File: config.mk
export PLATFORM = sky130hd
export DESIGN_NAME = button_click_long_press_detector_unit
export DESIGN_NICKNAME = d
export VERILOG_FILES = /design/src/bclpd_pkg.sv /design/src/button_click_long_press_detector_unit.sv
export VERILOG_INCLUDE_DIRS = /design/src /design/src/src
export SDC_FILE = /design/constraint.sdc
export NUM_CORES = 1
export LEC_CHECK = 0
export ABC_AREA = 0
export BUFFER_PORTS_ARGS = -buffer_cell sky130_fd_sc_hd__buf_2
export CORE_MARGIN = 4
export CORE_UTILIZATION = 55
export CTS_CLUSTER_SIZE = 10
export DETAILED_ROUTE_END_ITERATION = 6
export GPL_ROUTABILITY_DRIVEN = 0
export PLACE_DENSITY_LB_ADDON = 0.25
export RECOVER_POWER = 100
export SLEW_MARGIN = 40
export SYNTH_ARGS = -nofsm -noshare
export SYNTH_HDL_FRONTEND = slang
export SYNTH_SLANG_ARGS = --single-unit
File: constraint.sdc
create_clock -name clk -period 3.8 [get_ports clk]
set_input_delay 0 -clock clk [delete_from_list [all_inputs] [get_ports clk]]
set_output_delay 0 -clock clk [all_outputs]
set_load 0.02 [all_outputs]
File: src/button_click_long_press_detector_unit_macros.svh
// assertion helpers, sampled on clk, off while rst_n is low
`ifndef BUTTON_CLICK_LONG_PRESS_DETECTOR_UNIT_MACROS_SVH
`define BUTTON_CLICK_LONG_PRESS_DETECTOR_UNIT_MACROS_SVH

`define BCLPD_ASSERT(label, cond) \
    label: assert property (@(posedge clk) disable iff (!rst_n) (cond)) \
        else $error("bclpd assertion failed");

`define BCLPD_ASSERT_NEXT(label, trig, cond) \
    label: assert property (@(posedge clk) disable iff (!rst_n) (trig) |=> (cond)) \
        else $error("bclpd assertion failed");

`endif

File: src/bclpd_pkg.sv
package bclpd_pkg;

    localparam int unsigned CntW = 8;
    localparam int unsigned CfgIdxW = 8;

    localparam logic [CntW-1:0] CntMax = '1;

    localparam logic [CntW-1:0] DebounceTicksRst  = 8'd3;
    localparam logic [CntW-1:0] ClickGapTicksRst  = 8'd60;
    localparam logic [CntW-1:0] LongPressTicksRst = 8'd200;
    localparam logic [CntW-1:0] RepeatTicksRst    = 8'd20;
    localparam logic [CntW-1:0] ClickLimitRst     = 8'd255;

    typedef enum logic [CfgIdxW-1:0] {
        REG_DEBOUNCE_TICKS   = 8'd0,
        REG_CLICK_GAP_TICKS  = 8'd1,
        REG_LONG_PRESS_TICKS = 8'd2,
        REG_REPEAT_TICKS     = 8'd3,
        REG_CLICK_LIMIT      = 8'd4
    } cfg_reg_t;

    typedef enum logic [2:0] {
        ST_RELEASED    = 3'd0,
        ST_PRESSED     = 3'd1,
        ST_WAIT_AGAIN  = 3'd2,
        ST_PRESS_AGAIN = 3'd3,
        ST_LONG_HOLD   = 3'd4
    } press_state_t;

    typedef enum logic [2:0] {
        EV_NONE    = 3'd0,
        EV_PRESS   = 3'd1,
        EV_RELEASE = 3'd2,
        EV_LONG    = 3'd3,
        EV_REPEAT  = 3'd4,
        EV_SINGLE  = 3'd5,
        EV_DOUBLE  = 3'd6,
        EV_MULTI   = 3'd7
    } event_t;

    typedef struct packed {
        logic            stable_level;
        logic [CntW-1:0] click_count;
        event_t          event_code;
    } result_t;

    function automatic logic [CntW-1:0] inc_sat(input logic [CntW-1:0] v);
        return (v == CntMax) ? v : v + 1'b1;
    endfunction

endpackage

File: src/button_click_long_press_detector_unit.sv
// result: a result beat is registered and appears in the cycle after its input beat is accepted
// throughput: one tick per cycle, set by the single state update per beat;
//   while a result waits the input is held off, and a new beat enters in the cycle it is taken
// reset: rst_n low clears the debouncer, the press machine and the output valid,
//   and returns all configuration registers to their default values
module button_click_long_press_detector_unit (
    input  logic        clk,
    input  logic        rst_n,
    input  logic        s_tvalid,
    output logic        s_tready,
    input  logic [7:0]  s_tdata,    // raw_level, zero fill
    output logic        m_tvalid,
    input  logic        m_tready,
    output logic [15:0] m_tdata,    // event_code, click_count, stable_level, zero fill
    input  logic        cfg_valid,
    output logic        cfg_ready,
    input  logic [7:0]  cfg_index,
    input  logic [7:0]  cfg_data
);

    logic [bclpd_pkg::CntW-1:0] debounce_ticks_reg;
    logic [bclpd_pkg::CntW-1:0] click_gap_ticks_reg;
    logic [bclpd_pkg::CntW-1:0] long_press_ticks_reg;
    logic [bclpd_pkg::CntW-1:0] repeat_ticks_reg;
    logic [bclpd_pkg::CntW-1:0] click_limit_reg;

    logic                       level_reg, level_next;
    logic [bclpd_pkg::CntW-1:0] deb_cnt_reg, deb_cnt_next;
    bclpd_pkg::press_state_t    state_reg, state_next;
    logic [bclpd_pkg::CntW-1:0] tick_reg, tick_next;
    logic [bclpd_pkg::CntW-1:0] clicks_reg, clicks_next;
    bclpd_pkg::event_t          event_next;

    logic                       out_valid_reg;
    bclpd_pkg::result_t         result_reg;

    logic                       raw;
    logic                       in_beat;
    logic [bclpd_pkg::CntW-1:0] deb_inc;
    logic [bclpd_pkg::CntW-1:0] tick_inc;
    logic                       held_state;
    logic                       out_level_ok;

    assign raw       = s_tdata[0];
    assign s_tready  = !out_valid_reg || m_tready;
    assign in_beat   = s_tvalid && s_tready;
    assign cfg_ready = 1'b1;
    assign m_tvalid  = out_valid_reg;
    assign m_tdata   = {4'b0000, result_reg};

    // configuration, zero writes are dropped
    always_ff @(posedge clk or negedge rst_n)
    begin
        if (!rst_n)
        begin
            debounce_ticks_reg   <= bclpd_pkg::DebounceTicksRst;
            click_gap_ticks_reg  <= bclpd_pkg::ClickGapTicksRst;
            long_press_ticks_reg <= bclpd_pkg::LongPressTicksRst;
            repeat_ticks_reg     <= bclpd_pkg::RepeatTicksRst;
            click_limit_reg      <= bclpd_pkg::ClickLimitRst;
        end
        else if (cfg_valid && cfg_ready && (cfg_data != '0))
        begin
            unique case (cfg_index)
                bclpd_pkg::REG_DEBOUNCE_TICKS:   debounce_ticks_reg   <= cfg_data;
                bclpd_pkg::REG_CLICK_GAP_TICKS:  click_gap_ticks_reg  <= cfg_data;
                bclpd_pkg::REG_LONG_PRESS_TICKS: long_press_ticks_reg <= cfg_data;
                bclpd_pkg::REG_REPEAT_TICKS:     repeat_ticks_reg     <= cfg_data;
                bclpd_pkg::REG_CLICK_LIMIT:      click_limit_reg      <= cfg_data;
                default: ;
            endcase
        end
    end

    // debouncer
    always_comb
    begin
        deb_inc      = bclpd_pkg::inc_sat(deb_cnt_reg);
        level_next   = level_reg;
        deb_cnt_next = '0;
        if (raw != level_reg)
        begin
            deb_cnt_next = deb_inc;
            if (deb_inc >= debounce_ticks_reg)
            begin
                level_next   = raw;
                deb_cnt_next = '0;
            end
        end
    end

    assign tick_inc = bclpd_pkg::inc_sat(tick_reg);

    // press machine, next state
    always_comb
    begin
        state_next = state_reg;
        unique case (state_reg)
            bclpd_pkg::ST_RELEASED:
            begin
                if (level_next)
                    state_next = bclpd_pkg::ST_PRESSED;
            end
            bclpd_pkg::ST_PRESSED:
            begin
                if (!level_next)
                    state_next = bclpd_pkg::ST_WAIT_AGAIN;
                else if (tick_inc >= long_press_ticks_reg)
                    state_next = bclpd_pkg::ST_LONG_HOLD;
            end
            bclpd_pkg::ST_WAIT_AGAIN:
            begin
                if (level_next)
                    state_next = bclpd_pkg::ST_PRESS_AGAIN;
                else if (tick_inc >= click_gap_ticks_reg)
                    state_next = bclpd_pkg::ST_RELEASED;
            end
            bclpd_pkg::ST_PRESS_AGAIN:
            begin
                if (!level_next)
                    state_next = bclpd_pkg::ST_WAIT_AGAIN;
            end
            bclpd_pkg::ST_LONG_HOLD:
            begin
                if (!level_next)
                    state_next = bclpd_pkg::ST_RELEASED;
            end
            default: state_next = bclpd_pkg::ST_RELEASED;
        endcase
    end

    // press machine, event and counters
    always_comb
    begin
        event_next  = bclpd_pkg::EV_NONE;
        tick_next   = tick_reg;
        clicks_next = clicks_reg;
        unique case (state_reg)
            bclpd_pkg::ST_RELEASED:
            begin
                if (level_next)
                begin
                    event_next  = bclpd_pkg::EV_PRESS;
                    tick_next   = '0;
                    clicks_next = bclpd_pkg::CntW'(1);
                end
            end
            bclpd_pkg::ST_PRESSED:
            begin
                if (!level_next)
                begin
                    event_next = bclpd_pkg::EV_RELEASE;
                    tick_next  = '0;
                end
                else
                begin
                    tick_next = tick_inc;
                    if (tick_inc >= long_press_ticks_reg)
                        event_next = bclpd_pkg::EV_LONG;
                end
            end
            bclpd_pkg::ST_WAIT_AGAIN:
            begin
                if (level_next)
                begin
                    event_next = bclpd_pkg::EV_PRESS;
                    tick_next  = '0;
                    if (clicks_reg < click_limit_reg)
                        clicks_next = clicks_reg + 1'b1;
                end
                else
                begin
                    tick_next = tick_inc;
                    if (tick_inc >= click_gap_ticks_reg)
                    begin
                        if (clicks_reg == bclpd_pkg::CntW'(1))
                            event_next = bclpd_pkg::EV_SINGLE;
                        else if (clicks_reg == bclpd_pkg::CntW'(2))
                            event_next = bclpd_pkg::EV_DOUBLE;
                        else
                            event_next = bclpd_pkg::EV_MULTI;
                    end
                end
            end
            bclpd_pkg::ST_PRESS_AGAIN:
            begin
                if (!level_next)
                begin
                    event_next = bclpd_pkg::EV_RELEASE;
                    tick_next  = '0;
                end
            end
            bclpd_pkg::ST_LONG_HOLD:
            begin
                if (!level_next)
                begin
                    event_next  = bclpd_pkg::EV_RELEASE;
                    tick_next   = '0;
                    clicks_next = '0;
                end
                else if (tick_inc >= repeat_ticks_reg)
                begin
                    event_next = bclpd_pkg::EV_REPEAT;
                    tick_next  = '0;
                end
                else
                begin
                    tick_next = tick_inc;
                end
            end
            default:
            begin
                tick_next   = '0;
                clicks_next = '0;
            end
        endcase
    end

    always_ff @(posedge clk or negedge rst_n)
    begin
        if (!rst_n)
        begin
            level_reg   <= 1'b0;
            deb_cnt_reg <= '0;
            state_reg   <= bclpd_pkg::ST_RELEASED;
            tick_reg    <= '0;
            clicks_reg  <= '0;
        end
        else if (in_beat)
        begin
            level_reg   <= level_next;
            deb_cnt_reg <= deb_cnt_next;
            state_reg   <= state_next;
            tick_reg    <= tick_next;
            clicks_reg  <= clicks_next;
        end
    end

    // result beat register
    always_ff @(posedge clk or negedge rst_n)
    begin
        if (!rst_n)
            out_valid_reg <= 1'b0;
        else if (in_beat)
            out_valid_reg <= 1'b1;
        else if (m_tready)
            out_valid_reg <= 1'b0;
    end

    always_ff @(posedge clk)
    begin
        if (in_beat)
        begin
            result_reg.event_code   <= event_next;
            result_reg.click_count  <= clicks_next;
            result_reg.stable_level <= level_next;
        end
    end

    assign held_state = (state_reg == bclpd_pkg::ST_PRESSED)
                     || (state_reg == bclpd_pkg::ST_PRESS_AGAIN)
                     || (state_reg == bclpd_pkg::ST_LONG_HOLD);
    assign out_level_ok = (result_reg.stable_level == level_reg);

`include "button_click_long_press_detector_unit_macros.svh"

    `BCLPD_ASSERT(a_stall_blocks_input, (out_valid_reg && !m_tready) |-> !s_tready)
    `BCLPD_ASSERT_NEXT(a_beat_gives_result, in_beat, out_valid_reg && out_level_ok)
    `BCLPD_ASSERT(a_held_states_match_level, held_state == level_reg)

endmodule
==> impl_metrics.env <==
export IMPL_total_switching_power_uw=1330
export IMPL_post_cts_buffers=0
export IMPL_multiInputGateArea_um2=2660
export IMPL_fin_hold_ws_ns=0.0300
export IMPL_ys_ff_latch=81
export IMPL_fin_crit_ns=3.63
export IMPL_crit_path_end_kind="register"
export IMPL_totalWireLength_um=11100
export IMPL_holdPathStages=2
export IMPL_die_w_um=104
export IMPL_violations="capacitance limit, slew limit"
export IMPL_ys_top_cells_by_count="dfrtp_1 (50), inv_1 (47), ha_1 (44), mux2_2 (43), nand2_1 (33)"
export IMPL_antenna_found_initial=0
export IMPL_synthFlopType="dfrtp_1"
export IMPL_maxSlewHeadroom_pct=-71.0
export IMPL_grt_pass1_vias=3784
export IMPL_syn_instance_count=486
export IMPL_syn_avg_cell_area_um2=10.4
export IMPL_path_class="reg2reg"
export IMPL_synthSimpleGateAreaFrac_pct=12.1
export IMPL_tns_ns=0
export IMPL_slew_violations=47
export IMPL_hpwl_um=7800
export IMPL_required_ns=3.91
export IMPL_fmax_ghz=0.275
export IMPL_cts_num_sinks=81
export IMPL_synth_top_family_by_area="compound AO/OA/AOI/OAI gates"
export IMPL_rr_endpoint="m_tdata[7]"
export IMPL_peakVddDrop_uv=250
export IMPL_cpMostUsedCell="ha_1"
export IMPL_finalSetupViolCount=0
export IMPL_dp_cells=618
export IMPL_die_h_um=104
export IMPL_cts_root_buf="clkbuf_8"
export IMPL_vias=3885
export IMPL_path_max_fanout=15
export IMPL_power_density_nw_per_um2=601
export IMPL_synthXorXnorAreaFrac_pct=1.56
export IMPL_synth_edf_count=12
export IMPL_die_area_um2=10800
export IMPL_initial_utilization_pct=57.2
export IMPL_skew_ns=0.0119
export IMPL_synth_most_common_cell="dfrtp_1"
export IMPL_critical_path_arrival_ns=3.75
export IMPL_ios=48
export IMPL_grt_max_degree=47
export IMPL_fin_nets=602
export IMPL_hold_violations=0
export IMPL_synth_fa_ha_area_share_pct=10.9
export IMPL_cp_cell_sequence="ha_1 > and2_1 > nand2_2 > mux2_2 > ha_1 > a2111o_1 > a211o_1 > o21a_4 > inv_6 > nand3_1 > and3_1 > a221o_1"
export IMPL_stdcell_count=642
export IMPL_drive_above_1_share_pct=21.2
export IMPL_p_clk_share_pct=22.3
export IMPL_wl_per_cell_um=17.3
export IMPL_cts_buffer_depth=2
export IMPL_area_delta_synth_final_pct=11.1
export IMPL_pwr_share_seq_pct=36.6
export IMPL_max_stage_delay_ns=0.44
export IMPL_synthTopCellsByArea="dfrtp_1 (25%), ha_1 (11%), dfstp_2 (9.9%)"
export IMPL_muxShareOfSynthArea_pct=10.2
export IMPL_async_reset_ff_share_pct=85.2
export IMPL_fin_crit_sh_pct=95.7
export IMPL_ys_types=68
export IMPL_gr_total_overflow=0
export IMPL_slowest_stage="dfrtp_1"
export IMPL_clk_latency_ns=0.35
export IMPL_ff_latch_area_um2=2110
export IMPL_worstMarginPinSlew_ns=2.56
export IMPL_cts_buffers=9
export IMPL_ant_nets=0
export IMPL_rrSetupSlack_ns=0.17
export IMPL_fillers=716
export IMPL_r2r_cells=12
export IMPL_hold_class="in2reg"
export IMPL_synth_seq_area_share_pct=41.9
export IMPL_coreArea_um2=8810
export IMPL_worstReg2RegStart="deb_cnt_reg[0]"
export IMPL_clk_pin_slew_ns=0.08
export IMPL_switching_share_pct=39.5
export IMPL_firstDrtPassIters=4
export IMPL_remaining_drc_errors=0
export IMPL_start_kind="register"
export IMPL_p_leak_uw=0.00250
export IMPL_htree_levels=3
export IMPL_cts_tree="yes"
export IMPL_min_from="cfg_data[2]"
export IMPL_synth_compound_area_share_pct=17.4
export IMPL_hold_end="click_limit_reg[2]"
export IMPL_power_internal_uw=2040
export IMPL_io_buffer_count=35
export IMPL_largest_register_ffs=12
export IMPL_synth_top_cell_area_share_pct=24.8
export IMPL_maxCapViolCount=1
export IMPL_yosysWarningCount=0
export IMPL_netlist_area_um2=5040
export IMPL_synth_top_area_cell="dfrtp_1"
export IMPL_fp_row_count=34
export IMPL_viasPerCell=6.05
export IMPL_power_uw=3370
export IMPL_outcome="finished, violations left"
export IMPL_grt_pass1_wl_um=18700
export IMPL_placed_area_um2=5290
export IMPL_track_usage_pct=21.2
export IMPL_comb_power_share_pct=41.0
export IMPL_num_antenna_cells=0
export IMPL_drtIter0Drc=227
export IMPL_design_area_um2=5600
==> worst max path at each step <==
stage                         startpoint    endpoint
after floorplan           deb_cnt_reg[0]  m_tdata[7]
after global placement    deb_cnt_reg[0]  m_tdata[7]
after detailed placement  deb_cnt_reg[4]  m_tdata[7]
after CTS                 deb_cnt_reg[4]  m_tdata[7]
after global routing      deb_cnt_reg[5]  m_tdata[7]
final                     deb_cnt_reg[0]  m_tdata[7]
==> power by group through the flow <==
stage	registers, uW	logic (uW)	clock network, uW
2_1_floorplan	1220	1050	0
3_3_place_gp	1240	1310	0
3_5_place_dp	1250	1350	0
4_1_cts	1230	1370	763
5_1_grt	1260	1520	795
6_report	1230	1380	752
==> through the flow <==
step                      setup WS (ns)  util [%]
after floorplan                   0.535         -
after global placement            0.176      60.0
after detailed placement         0.0866      60.1
after CTS                       0.00690      63.7
after global routing            -0.0254      63.6
final                             0.165      63.6
==> cell type report <==
class                           instances  share of cell area (%)
Multi-Input combinational cell        340                    47.5
Inverter                               50                    3.44
Clock inverter                          4                    1.32
Timing Repair Buffer                   47                    4.63
Sequential cell                        81                    37.7
Tap cell                              108                    2.41
Clock buffer                           12                    2.97
==> routing by layer <==
metal,wire length (um),part of all wire [%],GRT usage (%)
met5,0,0,0
met2,5170,47,33.4
met3,579,5.2,4.79
met4,147,1.3,5.13
met1,5200,47,30.0
==> cell families after synthesis <==
family	after synthesis
other	2
AND/OR/NAND/NOR	123
multiplexers	46
XOR/XNOR	9
adder cells (fa/ha/maj)	44
AO/OA/AOI/OAI	113
buffers and inverters	68
flip-flops	81
==> cell usage in the layout, fill, tap and decap left out, types with 4 or more instances in the layout <==
cell and n:
dfrtp_1 50, inv_1 47, ha_1 44, mux2_2 43, nand2_1 32, nor2_1 25, dfstp_2 19, buf_2 19
nand3_1 18, clkbuf_1 18, a21oi_1 16, o21ai_0 14, a21o_1 12, edfxtp_1 12, clkbuf_8 10, nand2b_1 9
a32o_1 8, dlygate4sd3_1 8, nor3_1 7, nand4_1 6, o211ai_1 6, xor2_1 5, a41oi_1 5, a31oi_1 5
conb_1 5, and3_1 4, xnor2_1 4, o21ai_1 4, or4_1 4, a22o_1 4
==> worst max-delay path, delay by kind of cell, from the launching register on <==
family | cells | cell delay, ns
AOI/OAI and AO/OA | 4 | 1.24
adders and majority gates | 2 | 0.55
buffers and inverters | 1 | 0.13
DFF | 1 | 0.44
muxes | 1 | 0.35
and+or+nand+nor | 4 | 0.67
==> timing repair <==
item / CTS / global route
resized for setup: 0 / 8
hold buffers: 8 / 0
hold endpoints to repair: 45 / 0
setup endpoints to repair: 0 / 16
Power figures use the tool's default switching activity.
